<file path="src/sv/ssh_pkg.sv">
`timescale 1ns / 1ps
package ssh_pkg;

    localparam int TABLE_ENTRIES = 256;
    localparam int STACK_DEPTH   = 16;
    localparam int IDX_W         = 8;
    localparam int FIDX_W        = 4;
    localparam int DEPTH_W       = 5;
    localparam int FADDR_W       = IDX_W + FIDX_W;

    localparam logic [31:0] FNV_BASIS = 32'd2166136261;
    localparam logic [31:0] FNV_PRIME = 32'd16777619;

    localparam logic FUNC_TICK  = 1'b0;
    localparam logic FUNC_FRAME = 1'b1;

    localparam logic KIND_TICK   = 1'b0;
    localparam logic KIND_SAMPLE = 1'b1;

    localparam logic [1:0] OC_NEW  = 2'd0;
    localparam logic [1:0] OC_HIT  = 2'd1;
    localparam logic [1:0] OC_DROP = 2'd2;

    localparam logic CFG_ENABLE  = 1'b0;
    localparam logic CFG_DIVIDER = 1'b1;

    typedef struct packed {
        logic        func;
        logic [63:0] frame_addr;
        logic [31:0] proc_id;
        logic        last_frame;
    } in_t;

    typedef struct packed {
        logic        kind;
        logic        sample_due;
        logic [1:0]  outcome;
        logic [7:0]  slot_index;
        logic [63:0] slot_count;
        logic [63:0] recorded_samples;
        logic [63:0] dropped_samples;
    } out_t;

    // Work handed from the front to the back through the queue
    typedef struct packed {
        logic               is_tick;
        logic               due;
        logic [31:0]        hash;
        logic [31:0]        pid;
        logic [DEPTH_W-1:0] depth;
    } job_t;

    function automatic logic [31:0] fnv_mix(input logic [31:0] h, input logic [31:0] v);
        logic [31:0] r;
        r = (h ^ v) * FNV_PRIME;
        return r;
    endfunction

endpackage

</file>
<file path="src/sv/ssh_front.sv">
`timescale 1ns / 1ps
module ssh_front
    import ssh_pkg::*;
(
    input  logic              clk,
    input  logic              rst_n,
    input  logic              in_valid,
    output logic              in_stall,
    input  in_t               in_data,
    input  logic              enable,
    input  logic [15:0]       divider,
    input  logic              clear,
    output logic              push,
    output job_t              push_job,
    input  logic              q_full,
    input  logic              done,
    input  logic [FIDX_W-1:0] pend_idx,
    output logic [63:0]       pend_frame
);

    typedef enum logic {F_IDLE, F_HASH} fstate_t;

    fstate_t            state_reg;
    logic [15:0]        tick_reg;
    logic [DEPTH_W-1:0] depth_reg;
    logic [31:0]        run_hash_reg;
    logic [31:0]        h_reg;
    logic               busy_reg;
    logic               first_reg;
    logic [2:0]         step_reg;
    logic [63:0]        addr_sh_reg;
    logic [31:0]        pid_reg;
    logic               last_reg;
    logic [63:0]        pend_reg [STACK_DEPTH];

    logic               accept;
    logic               is_frame;
    logic               room;
    logic [15:0]        div_eff;
    logic [15:0]        tick_inc;
    logic               due;
    logic [31:0]        operand;
    logic [31:0]        h_new;
    logic               hash_end;

    assign in_stall   = (state_reg != F_IDLE) || q_full || busy_reg;
    assign accept     = in_valid && !in_stall;
    assign is_frame   = (in_data.func == FUNC_FRAME);
    assign room       = (depth_reg < DEPTH_W'(STACK_DEPTH));
    assign div_eff    = (divider == 16'd0) ? 16'd1 : divider;
    assign tick_inc   = tick_reg + 16'd1;
    assign due        = enable && (tick_inc >= div_eff);
    assign operand    = first_reg ? pid_reg : {24'd0, addr_sh_reg[7:0]};
    assign h_new      = fnv_mix(h_reg, operand);
    assign hash_end   = (state_reg == F_HASH) && !first_reg && (step_reg == 3'd7);
    assign pend_frame = pend_reg[pend_idx];

    always_comb
    begin
        push     = 1'b0;
        push_job = '0;
        if (accept && !is_frame)
        begin
            push         = 1'b1;
            push_job.is_tick = 1'b1;
            push_job.due = due;
        end
        else if (accept && enable && !room && in_data.last_frame)
        begin
            push           = 1'b1;
            push_job.hash  = (run_hash_reg == 32'd0) ? 32'd1 : run_hash_reg;
            push_job.pid   = in_data.proc_id;
            push_job.depth = depth_reg;
        end
        else if (hash_end && last_reg)
        begin
            push           = 1'b1;
            push_job.hash  = (h_new == 32'd0) ? 32'd1 : h_new;
            push_job.pid   = pid_reg;
            push_job.depth = depth_reg + DEPTH_W'(1);
        end
    end

    // Frame store: written at the fill position, no reset needed
    always_ff @(posedge clk)
    begin
        if (accept && is_frame && enable && room)
        begin
            pend_reg[depth_reg[FIDX_W-1:0]] <= in_data.frame_addr;
        end
    end

    always_ff @(posedge clk or negedge rst_n)
    begin
        if (!rst_n)
        begin
            state_reg    <= F_IDLE;
            tick_reg     <= 16'd0;
            depth_reg    <= '0;
            run_hash_reg <= FNV_BASIS;
            h_reg        <= FNV_BASIS;
            busy_reg     <= 1'b0;
            first_reg    <= 1'b0;
            step_reg     <= 3'd0;
            addr_sh_reg  <= 64'd0;
            pid_reg      <= 32'd0;
            last_reg     <= 1'b0;
        end
        else if (clear)
        begin
            state_reg    <= F_IDLE;
            tick_reg     <= 16'd0;
            depth_reg    <= '0;
            run_hash_reg <= FNV_BASIS;
            busy_reg     <= 1'b0;
        end
        else
        begin
            if (done)
            begin
                busy_reg <= 1'b0;
            end
            case (state_reg)
                F_IDLE:
                begin
                    if (accept && !is_frame && enable)
                    begin
                        tick_reg <= due ? 16'd0 : tick_inc;
                    end
                    else if (accept && is_frame && enable)
                    begin
                        if (room)
                        begin
                            // start the byte walk; a fresh sample mixes the pid first
                            h_reg       <= (depth_reg == '0) ? FNV_BASIS : run_hash_reg;
                            first_reg   <= (depth_reg == '0);
                            step_reg    <= 3'd0;
                            addr_sh_reg <= in_data.frame_addr;
                            pid_reg     <= in_data.proc_id;
                            last_reg    <= in_data.last_frame;
                            state_reg   <= F_HASH;
                        end
                        else if (in_data.last_frame)
                        begin
                            depth_reg    <= '0;
                            run_hash_reg <= FNV_BASIS;
                            busy_reg     <= 1'b1;
                        end
                    end
                end
                F_HASH:
                begin
                    h_reg <= h_new;
                    if (first_reg)
                    begin
                        first_reg <= 1'b0;
                    end
                    else
                    begin
                        addr_sh_reg <= addr_sh_reg >> 8;
                        step_reg    <= step_reg + 3'd1;
                    end
                    if (hash_end)
                    begin
                        state_reg <= F_IDLE;
                        if (last_reg)
                        begin
                            depth_reg    <= '0;
                            run_hash_reg <= FNV_BASIS;
                            busy_reg     <= 1'b1;
                        end
                        else
                        begin
                            depth_reg    <= depth_reg + DEPTH_W'(1);
                            run_hash_reg <= h_new;
                        end
                    end
                end
                default:
                begin
                    state_reg <= F_IDLE;
                end
            endcase
        end
    end

endmodule

</file>
<file path="config.mk">
export PLATFORM = sky130hd
export DESIGN_NAME = ssh_front
export DESIGN_NICKNAME = d
export VERILOG_FILES = /design/src/sv/ssh_pkg.sv /design/src/sv/ssh_front.sv
export SDC_FILE = /design/constraint.sdc
export NUM_CORES = 2
export LEC_CHECK = 0
export ABC_AREA = 1
export BUFFER_PORTS_ARGS = -buffer_cell sky130_fd_sc_hd__clkbuf_2
export CAP_MARGIN = 25
export CORE_MARGIN = 5
export CORE_UTILIZATION = 45
export DETAILED_ROUTE_END_ITERATION = 10
export GPL_TIMING_DRIVEN = 0
export SYNTH_ARGS = -nofsm -noshare
export SYNTH_HDL_FRONTEND = slang
export SYNTH_SLANG_ARGS = --single-unit
</file>
<file path="constraint.sdc">
create_clock -name clk -period 16.3 [get_ports clk]
set_input_delay 1.63 -clock clk [delete_from_list [all_inputs] [get_ports clk]]
set_output_delay 1.63 -clock clk [all_outputs]
set_load 0.01 [all_outputs]
</file>
==> results.yml <==
synthesis:
  synth.cell_area_um2: 57370
  syn-num-nets: 5307
  yosysSeqAreaShare: 0.6186
  synthArstFlopShare: 0.1551
  yosysUniqueCellTypes: 54
  synth-edff-count: 1024
  synth-seq-cells: 1212
  synthCells: 4913
  yosysWarnings: 0
  synth_ff_type: "edfxtp_1"
  syn_avg_cell_area_um2: 11.68
layout:
  area_growth_pct: 15.71
  final_nets: 5764
  layout-drive-gt1-share: 0.1255
  largest_reg_flops: 1024
  fillers: 11200
die:
  pin_count: 262
  core_um2: 127200
  dieArea_um2: 134700
  die_w_um: 367.1
  initial_core_util: 0.4511
  row_count: 131
  die_y_um: 367.1
worst_setup_path:
  cp.required_ns: 14.67
  start_kind: "flop"
  cp_num_buf_inv: 8
  cp_top_family: "adder cells"
  crit_arrival_ns: 8.66
  critical_path.max_stage_delay_ns: 0.80
  crit_fanout: 10
  crit_type: "reg2out"
  cpMaxStageDelayCell: "xor2_1"
  rrSetupSlack_ns: 9.04
  crit_path_end_kind: "output port"
  path_common_cell: "nand2_1"
clock_network:
  cts_tree: "done"
  cts_setup_buffers: 0
  ctsHoldBuffers: 0
  cts_max_path_buffers: 3
  root_buffer: "clkbuf_16"
  ctsResizeCount: 0
  clk_pin_slew_ns: 0.06
  cts.sinks: 1212
  htreeDepth: 4
  worst_skew_pair.late_latency_ns: 0.78
  cts_made_buffers: 131
detailed_routing:
  dr.first_iter.drc_count: 4517
  vias_per_cell: 5.763
  routedWlPerCell_um: 26.89
  vias: 41140
  first_pass_iters: 6
  drc: 0
  drt-total-wl_mm: 192.0
  ant_nets: 0
grt:
  grtUsageTotal: 0.2791
  overflow: 0
  grt_pass1_vias: 40190
  antenna_found_initial: 11
  grt_max_degree: 98
  grt_pass1_wl_mm: 275.9
timing:
  clock_skew_ns: 0.03302
  setup_viol: 0
  hold_viol_final: 0
  slew_violations: 0
  grt_setup_unrepaired: "false"
  tightest_slew_ns: 1.104
  slew-limit-headroom: 0.2611
  finalSetupTns_ns: 0
  post-route-period-util: 0.6311
  period_needed_ns: 10.29
  fmax_mhz: 97.22
place:
  gp_congestion: 0.9264
  port_buffers: 257
  dp_hpwl_mm: 138.8
status:
  status: "finished, final reports clean"
job:
  cap_violations: 0
hold_path:
  hold_class: "reg2reg"
## worst min-delay path: cells and delay by family (launching register included)
family | cells | cell delay (ns)
flops | 1 | 0.35
simple gates | 2 | 0.11
## per-layer routing
metal	track usage	up-vias	wire, um
met5	0	-	66
met2	0.4653	1853	92420
met4	0.09722	10	6554
met1	0.3698	20620	77330
li1	-	18350	-
met3	0.05057	313	15580
## area by class of cell
| type | count | area [um^2] | area share |
|---|---|---|---|
| flip-flops and latches | 1212 | 35490 | 0.5346 |
| multi-input cells | 2812 | 18570 | 0.2798 |
| clock buffers | 174 | 3531 | 0.05319 |
| repair buffers | 324 | 2615 | 0.03939 |
| inverters | 622 | 2335 | 0.03517 |
| well taps | 1662 | 2079 | 0.03133 |
| plain buffers | 267 | 1094 | 0.01647 |
| clock inverters | 61 | 653.1 | 0.009839 |
| diodes | 5 | 12.51 | 0.0001885 |
## cell usage after synthesis, types with 4 or more instances
cell type,number,share of area
o21ai_1,7,0.00061
edfxtp_1,1024,0.54
nand2_1,605,0.040
xnor2_1,19,0.0029
a21oi_1,374,0.033
o22ai_1,14,0.0015
fa_1,74,0.026
nor3_1,14,0.0012
a32o_1,9,0.0016
ha_1,195,0.043
inv_1,612,0.040
nor2_2,13,0.0014
xor2_1,44,0.0067
dfstp_2,28,0.013
nand3_1,151,0.013
buf_2,52,0.0045
nand3_2,4,0.00070
a22oi_1,8,0.0010
o21ai_0,386,0.034
nand2_2,9,0.00098
mux2_2,32,0.0063
o221ai_1,9,0.0014
nor2_1,192,0.013
nor4_1,12,0.0013
clkbuf_1,198,0.013
mux2i_1,256,0.045
nor3_2,4,0.00070
buf_1,12,0.00079
inv_2,10,0.00065
a211oi_1,5,0.00065
dfrtp_1,160,0.070
a31oi_1,66,0.0072
nand4_1,21,0.0023
o211ai_1,258,0.034
o22a_1,4,0.00061
## through the flow
stage | cell area (um^2) | cells | util | hold slack, ns | worst slack [ns]
finish | 66380 | 7139 | 0.5219 | 0.4901 | 6.014
global route | 66370 | 7136 | 0.5218 | 0.5009 | 5.649
CTS | 66350 | 7133 | 0.5217 | 0.4916 | 6.076
detailed placement | 62170 | 6898 | 0.4888 | 0.4763 | 6.930
global placement | 60740 | 6832 | 0.4775 | 0.4742 | 5.801
floorplan | 57370 | 4913 | - | 0.4530 | 8.914
## logic make-up after synthesis
family,synth area share
flip-flops,0.6186
AO/OA/AOI/OAI,0.1177
AND/OR/NAND/NOR,0.07502
buffers and inverters,0.05976
multiplexers,0.05095
adder cells (fa/ha/maj),0.06835
XOR/XNOR,0.009618
## path summary, 6_finish.rpt
path | from | end | depth (start not counted)
hold reg to reg | step_reg[2] | step_reg[2] | 2
setup / recovery | first_reg | push_job[37] | 32
setup reg to reg | first_reg | h_reg[19] | 25
min in group asynchronous | rst_n | pid_reg[21] | 1
hold / removal | step_reg[2] | step_reg[2] | 2
max in group asynchronous | rst_n | addr_sh_reg[10] | 3
## cell usage in the layout, fill, tap and decap left out, drive strengths merged, types with 156 or more instances in the layout
cell | Yosys | layout
a21oi | 377 | 377
clkbuf | 198 | 629
dfrtp | 160 | 160
edfxtp | 1024 | 1024
ha | 195 | 195
inv | 622 | 627
mux2i | 256 | 256
nand2 | 614 | 614
nand3 | 156 | 156
nor2 | 206 | 206
o211ai | 259 | 259
o21ai | 394 | 394
Power is left out: the tool's default activity adds up to more than one toggle a clock period on the data nets, which glitch-free logic cannot reach.
