## src/sv/ssh_pkg.sv

```systemverilog
`timescale 1ns / 1ps
package ssh_pkg;

    localparam int TABLE_ENTRIES = 256;
    localparam int STACK_DEPTH   = 16;
    localparam int IDX_W         = 8;
    localparam int FIDX_W        = 4;
    localparam int DEPTH_W       = 5;
    localparam int FADDR_W       = IDX_W + FIDX_W;

    localparam logic [31:0] FNV_BASIS = 32'd2166136261;
    localparam logic [31:0] FNV_PRIME = 32'd16777619;

    localparam logic FUNC_TICK  = 1'b0;
    localparam logic FUNC_FRAME = 1'b1;

    localparam logic KIND_TICK   = 1'b0;
    localparam logic KIND_SAMPLE = 1'b1;

    localparam logic [1:0] OC_NEW  = 2'd0;
    localparam logic [1:0] OC_HIT  = 2'd1;
    localparam logic [1:0] OC_DROP = 2'd2;

    localparam logic CFG_ENABLE  = 1'b0;
    localparam logic CFG_DIVIDER = 1'b1;

    typedef struct packed {
        logic        func;
        logic [63:0] frame_addr;
        logic [31:0] proc_id;
        logic        last_frame;
    } in_t;

    typedef struct packed {
        logic        kind;
        logic        sample_due;
        logic [1:0]  outcome;
        logic [7:0]  slot_index;
        logic [63:0] slot_count;
        logic [63:0] recorded_samples;
        logic [63:0] dropped_samples;
    } out_t;

    // Work handed from the front to the back through the queue
    typedef struct packed {
        logic               is_tick;
        logic               due;
        logic [31:0]        hash;
        logic [31:0]        pid;
        logic [DEPTH_W-1:0] depth;
    } job_t;

    function automatic logic [31:0] fnv_mix(input logic [31:0] h, input logic [31:0] v);
        logic [31:0] r;
        r = (h ^ v) * FNV_PRIME;
        return r;
    endfunction

endpackage

```

## src/sv/ssh_queue.sv

```systemverilog
`timescale 1ns / 1ps
module ssh_queue
    import ssh_pkg::*;
(
    input  logic clk,
    input  logic rst_n,
    input  logic push,
    input  job_t push_job,
    input  logic pop,
    output job_t head,
    output logic full,
    output logic empty
);

    job_t       mem_reg [2];
    logic       wr_ptr_reg;
    logic       rd_ptr_reg;
    logic [1:0] count_reg;

    assign head  = mem_reg[rd_ptr_reg];
    assign full  = (count_reg == 2'd2);
    assign empty = (count_reg == 2'd0);

    always_ff @(posedge clk)
    begin
        if (push)
        begin
            mem_reg[wr_ptr_reg] <= push_job;
        end
    end

    always_ff @(posedge clk or negedge rst_n)
    begin
        if (!rst_n)
        begin
            wr_ptr_reg <= 1'b0;
            rd_ptr_reg <= 1'b0;
            count_reg  <= 2'd0;
        end
        else
        begin
            if (push)
            begin
                wr_ptr_reg <= ~wr_ptr_reg;
            end
            if (pop)
            begin
                rd_ptr_reg <= ~rd_ptr_reg;
            end
            if (push && !pop)
            begin
                count_reg <= count_reg + 2'd1;
            end
            else if (pop && !push)
            begin
                count_reg <= count_reg - 2'd1;
            end
        end
    end

endmodule

```

## config.mk

```make
export PLATFORM = sky130hd
export DESIGN_NAME = ssh_queue
export DESIGN_NICKNAME = d
export VERILOG_FILES = /design/src/sv/ssh_pkg.sv /design/src/sv/ssh_queue.sv
export SDC_FILE = /design/constraint.sdc
export NUM_CORES = 1
export LEC_CHECK = 0
export BUFFER_PORTS_ARGS = -buffer_cell sky130_fd_sc_hd__buf_2
export CAP_MARGIN = 25
export CORE_MARGIN = 8
export CORE_UTILIZATION = 56
export DETAILED_ROUTE_END_ITERATION = 10
export PLACE_DENSITY = 0.84
export SLEW_MARGIN = 20
export SYNTH_ARGS = -nofsm -noshare
export SYNTH_HDL_FRONTEND = slang
export SYNTH_SLANG_ARGS = --single-unit
```

## constraint.sdc

```tcl
create_clock -name clk -period 7.2 [get_ports clk]
set_input_delay 1.44 -clock clk [delete_from_list [all_inputs] [get_ports clk]]
set_output_delay 1.44 -clock clk [all_outputs]
set_load 0.01 [all_outputs]
```

==> impl_results.md, run 1 <==
- Worst Skew: 0.00489 ns
- Slew HR: 0.348
- Num CTS Buffers: 17
- Starting Density: 0.579
- Yosys cell types: 13
- Hold Crit Start: count_reg[1]$_DFFE_PN0P_
- Setup Fix Bufs, Post-CTS: 0
- DR vias: 2735
- Post-synthesis instance area: 5660 um2
- Hold path depth: 1
- Leading post-synthesis cells by cell area: edfxtp_1 (75%), mux2_4 (18%), buf_12 (2.5%)
- Hold Violations, Final: 0
- Final min period: 4.04 ns
- Avg Cell Area, Syn: 23.9 um2
- Antenna-violating nets left: 0
- Worst R2R Setup Slack: 5.05 ns
- Area leader, netlist: edfxtp_1
- Chip height: 117 um
- EDFF count, synth: 142
- First-pass GRT wire length: 14800 um
- Finished Core Util: 0.722
- DR vias/cell: 5.04
- RSZ-0062 raised after global routing: no
- Final nets: 473
- Core area: 9770 um2
- Pwr dens: 416 nW/um2
- Post-route cell area: 7050 um2
- Critical R2R Launch: wr_ptr_reg$_DFFE_PN0P_
- Hold Worst Slack: 0.496 ns
- CP peak stage delay: 0.87 ns
- Seq/Total Area, Yosys: 0.771
- Clock Latency Late Sink: 0.50 ns
- Share of cells above drive strength 1: 0.607
- Die area: 13600 um2
- Vias in the first global route: 2966
- Peak VDD IR: 0.292 mV
- Crit path kind: reg -> out
- Crit share post-route: 0.562
- IO buf count: 147
- # setup viols final: 0
- Placed Cells: 511
- Syn nets: 313
- Count leader, synth: edfxtp_1
- Worst flop-to-flop path endpoint: mem_reg[0][47]$_DFFE_PP_
- CTS Buffer Depth: 2
- Largest net degree at the start of global routing: 72
- H-tree Lvls: 4
- HP Class: reg -> reg
- Residual DRC count: 0
- Slowest CP cell: dfrtp_4
- Run status: finished, final reports clean
- GP Congestion: 0.702
- CP arrival: 2.60 ns
- Total gr overflow: 0
- Root Driver: clkbuf_8
- Leak: 2.89 nW
- Post-synth top cells: edfxtp_1 (142), mux2_4 (69), buf_12 (7)
- Setup TNS after final layout: 0 ns
- Slew of the pin with the lowest slew margin: 0.978 ns
- Final Slew Violations: 0
- Worst Reg2Reg Path Length in Cells: 2
- Starting DRC count in detailed routing: 117
- Max-cap violations: 0
- Drt wl/cell: 18.5 um
- CP top delay family: flip-flops
- Hpwl dp: 6650 um
- Max reg flops: 142
- Total Routing Usage GR: 0.148
- TritonCTS Sinks: 146
- Cell count after synthesis: 237
- Startpoint Class: register
- Cts hold-fix bufs: 0
- FMAX: 0.247 GHz
- Initial antenna violation count: 0
- # IOs: 148
- Hold endpoint: count_reg[1]$_DFFE_PN0P_
- Area growth from synthesis to layout: 24.6%
- Detailed Routing Iterations Pass 1: 5
- Post-cts sizing count: 0
- Final wirelength: 10000 um
- Diode count: 0
- Cell Chain, Critical Path: buf_4 > mux2_2 > buf_2
- CTS tree: built
- WP data required: 5.76 ns
- Worst Path Max Fanout: 37
- Post-synth top flop: edfxtp_1
- Cell Count, Final, Fillers Out: 543
- Yosys warns: 0
- Post-synthesis sequential element count: 146
- Chip width: 117 um
- WP buf/inv: 2
- CP Capture Type: output port
- Post-synth ARST share: 0.0274
- Placed cell area: 6440 um2
- Rows: 36
- Synth top area share: 0.753
- Clock transition at the registers of the reported paths: 0.06 ns
-- worst reg2reg max path: stages, from the launching register on --
cell	delay (ns)
dfrtp_1	0.43
nor2b_4	0.71
buf_4	0.62
-- kinds of logic after synthesis --
group | Yosys count | synth area share
xor gates and xnor gates | 5 | 0.00774
DFF | 146 | 0.771
buffers and inverters | 9 | 0.0274
adders and majority gates | 1 | 0.00221
muxes | 71 | 0.187
and+or+nand+nor | 5 | 0.00464
-- worst max path at each step --
stage / start / to / slack (ns) / depth (start not counted)
6_report: rd_ptr_reg$_DFFE_PN0P_ / head[63] / 3.16 / 3
5_1_grt: rd_ptr_reg$_DFFE_PN0P_ / head[63] / 3.03 / 3
4_1_cts: rd_ptr_reg$_DFFE_PN0P_ / head[64] / 3.11 / 3
3_5_place_dp: rd_ptr_reg$_DFFE_PN0P_ / head[64] / 3.66 / 3
3_3_place_gp: rd_ptr_reg$_DFFE_PN0P_ / head[63] / 3.67 / 3
2_1_floorplan: push / mem_reg[0][0]$_DFFE_PP_ / 2.14 / 1
-- final cells by class --
| class | count | area [um2] |
|---|---|---|
| Clock buffer | 21 | 429 |
| Multi-Input combinational cell | 82 | 1150 |
| Clock inverter | 11 | 185 |
| Fill cell | 590 | 2720 |
| Inverter | 1 | 3.75 |
| Tap cell | 133 | 166 |
| Timing Repair Buffer | 149 | 751 |
| Sequential cell | 146 | 4370 |
-- where the power goes --
group	total (mW)	internal, mW	switching (mW)
Clock	0.900	0.595	0.305
Combinational	0.799	0.429	0.370
Sequential	1.23	1.13	0.101
Total	2.93	2.16	0.775
-- metrics by stage --
stage          setup slack (ns)  power (mW)
6_report                   3.16        2.93
2_1_floorplan              2.14        1.87
5_1_grt                    3.03        3.06
4_1_cts                    3.11        2.96
3_3_place_gp               3.67        2.04
3_5_place_dp               3.66        2.06
-- layer usage --
layer / GRT usage / up-vias / wire [um]
met4: 0.0503 / 0 / 64
li1: - / 1260 / -
met3: 0.0683 / 4 / 962
met5: 0 / - / 0
met1: 0.158 / 1362 / 3820
met2: 0.254 / 109 / 5200
-- cells in the final DEF, fill, tap and decap left out --
master	instances
xnor2_1	1
inv_1	1
dfrtp_1	3
edfxtp_1	142
nor2b_1	1
clkinv_2	2
and2_4	1
mux2_2	2
clkbuf_8	1
mux2_4	69
nor2_1	2
nor2b_4	1
dfrtp_4	1
ha_1	1
buf_2	147
clkbuf_1	4
bufinv_16	5
clkinv_4	2
clkbuf_16	16
xor2_1	4
buf_4	2
clkinv_1	2
No activity file was read; power rests on OpenSTA's default activity.
==> inputs of run 2 (changes only) <==
--- a/config.mk
+++ b/config.mk
@@ -8,9 +8,9 @@
 export BUFFER_PORTS_ARGS = -buffer_cell sky130_fd_sc_hd__buf_2
 export CAP_MARGIN = 25
 export CORE_MARGIN = 8
-export CORE_UTILIZATION = 56
+export CORE_UTILIZATION = 47
 export DETAILED_ROUTE_END_ITERATION = 10
-export PLACE_DENSITY = 0.84
+export PLACE_DENSITY = 0.75
 export SLEW_MARGIN = 20
 export SYNTH_ARGS = -nofsm -noshare
 export SYNTH_HDL_FRONTEND = slang
==> constraint.sdc (replaced) <==
create_clock -name clk -period 3.69 [get_ports clk]
set_input_delay 0.738 -clock clk [delete_from_list [all_inputs] [get_ports clk]]
set_output_delay 0.738 -clock clk [all_outputs]
set_load 0.01 [all_outputs]
==> run 2 against run 1 <==
Effect of this change: final area is essentially flat; sequential cell count unchanged; global-route usage fell by 2.7 points; wire length is 4.2% lower; die area increased by 16%; first-iteration DRC count is 59% higher; critical path depth did not move; non-clock buffer count up 2; core utilization shrank 13 points; clock power rose by 79%; cell count up 2.9%; largest cell class unchanged; highest routed layer unchanged.
==> impl_results.md, run 2 (same netlist as run 1, synthesis figures left out) <==
- Total gr overflow: 0
- DR vias: 2668
- Drt wl/cell: 17.2 um
- Slowest CP cell: dfrtp_4
- WP data required: 2.95 ns
- Pwr dens: 792 nW/um2
- Worst Reg2Reg Path Length in Cells: 1
- Die area: 15800 um2
- Setup Fix Bufs, Post-CTS: 0
- Antenna-violating nets left: 0
- Filler Cells Inserted: 891
- Initial antenna violation count: 0
- Root Driver: clkbuf_16
- Num CTS Buffers: 17
- Final min period: 2.74 ns
- Worst flop-to-flop path endpoint: mem_reg[1][22]$_DFFE_PP_
- Hold Violations, Final: 0
- TritonCTS Sinks: 146
- Worst Skew: 0.00736 ns
- Share of cells above drive strength 1: 0.619
- Critical R2R Launch: wr_ptr_reg$_DFFE_PN0P_
- Cts hold-fix bufs: 0
- Peak VDD IR: 0.456 mV
- CP peak stage delay: 0.70 ns
- Final Slew Violations: 0
- Max-cap violations: 0
- Vias in the first global route: 2923
- Commonest non-fill, non-tap cell in the layout: buf_2
- RSZ-0062 raised after global routing: no
- Post-route cell area: 7050 um2
- CP Capture Type: output port
- Hpwl dp: 6600 um
- CP arrival: 2.00 ns
- First-pass GRT wire length: 14900 um
- Crit path kind: reg -> out
- DR vias/cell: 4.77
- Total Routing Usage GR: 0.121
- CP top delay family: flip-flops
- FMAX: 0.365 GHz
- Chip width: 126 um
- H-tree Lvls: 4
- Run status: finished, final reports clean
- Leak: 2.87 nW
- # IOs: 148
- Commonest cells after routing, fill and taps aside: buf_2 (147), edfxtp_1 (142), mux2_4 (69)
- Diode count: 0
- Worst R2R Setup Slack: 2.00 ns
- CTS Buffer Depth: 2
- Final nets: 475
- Starting Density: 0.477
- Setup TNS after final layout: 0 ns
- GP Congestion: 0.669
- CTS tree: built
- Rows: 40
- Slew of the pin with the lowest slew margin: 0.984 ns
- Max reg flops: 142
- Detailed Routing Iterations Pass 1: 4
- Hold Worst Slack: 0.134 ns
- HP Class: in -> async
- Area growth from synthesis to layout: 24.6%
- Starting DRC count in detailed routing: 186
- Core area: 11900 um2
- Largest net degree at the start of global routing: 72
- Chip height: 126 um
- # setup viols final: 0
- Startpoint Class: register
- IO buf count: 147
- Post-route setup slack: 0.948 ns
- Residual DRC count: 0
- Slew HR: 0.344
- Cell Chain, Critical Path: buf_4 > mux2_4 > buf_2
- Placed cell area: 6480 um2
- Pwr Total: 5.58 mW
- Dpl ws: 1.35 ns
- Post-cts sizing count: 0
- Clock Latency Late Sink: 0.40 ns
- Clock transition at the registers of the reported paths: 0.06 ns
- Crit share post-route: 0.743
- Worst Path Max Fanout: 23
- WP buf/inv: 2
- Final wirelength: 9620 um
[run 2: routing by layer]
metal | wire length, um | up-vias | track usage
met3 | 835 | 10 | 0.0578
met4 | 107 | 0 | 0.0488
li1 | - | 1261 | -
met5 | 0 | - | 0
met2 | 4950 | 91 | 0.203
met1 | 3730 | 1306 | 0.131
[run 2: area by class of cell]
type                       count  area (um2)  share of cell area
clock buffer                  19         433              0.0614
clock inverter                13         135              0.0192
inverter                       1        3.75            0.000532
multi-input combinational     82        1150               0.163
sequential                   146        4370               0.619
tap                          147         184              0.0261
timing repair buffer         151         778               0.110
[run 2: worst max-delay path by stage]
stage | start | cells past startpoint | slack (ns) | end
after floorplan | push | 1 | 0.66 | mem_reg[0][0]$_DFFE_PP_
after CTS | rd_ptr_reg$_DFFE_PN0P_ | 3 | 0.91 | head[50]
after global placement | rd_ptr_reg$_DFFE_PN0P_ | 3 | 1.39 | head[17]
after detailed placement | rd_ptr_reg$_DFFE_PN0P_ | 3 | 1.35 | head[50]
after global routing | rd_ptr_reg$_DFFE_PN0P_ | 3 | 0.84 | head[50]
final | rd_ptr_reg$_DFFE_PN0P_ | 3 | 0.95 | head[50]
[run 2: stage by stage]
stage | utilization | instances
6_report | 0.595 | 559
2_1_floorplan | - | 237
5_1_grt | 0.595 | 559
4_1_cts | 0.595 | 559
3_3_place_gp | 0.547 | 527
3_5_place_dp | 0.547 | 527
[run 2: power by group]
| group | switching [mW] | leakage (nW) | internal [mW] |
|---|---|---|---|
| logic | 0.750 | 1.23 | 0.855 |
| clock network | 0.620 | 0.266 | 0.993 |
| registers | 0.155 | 1.38 | 2.21 |
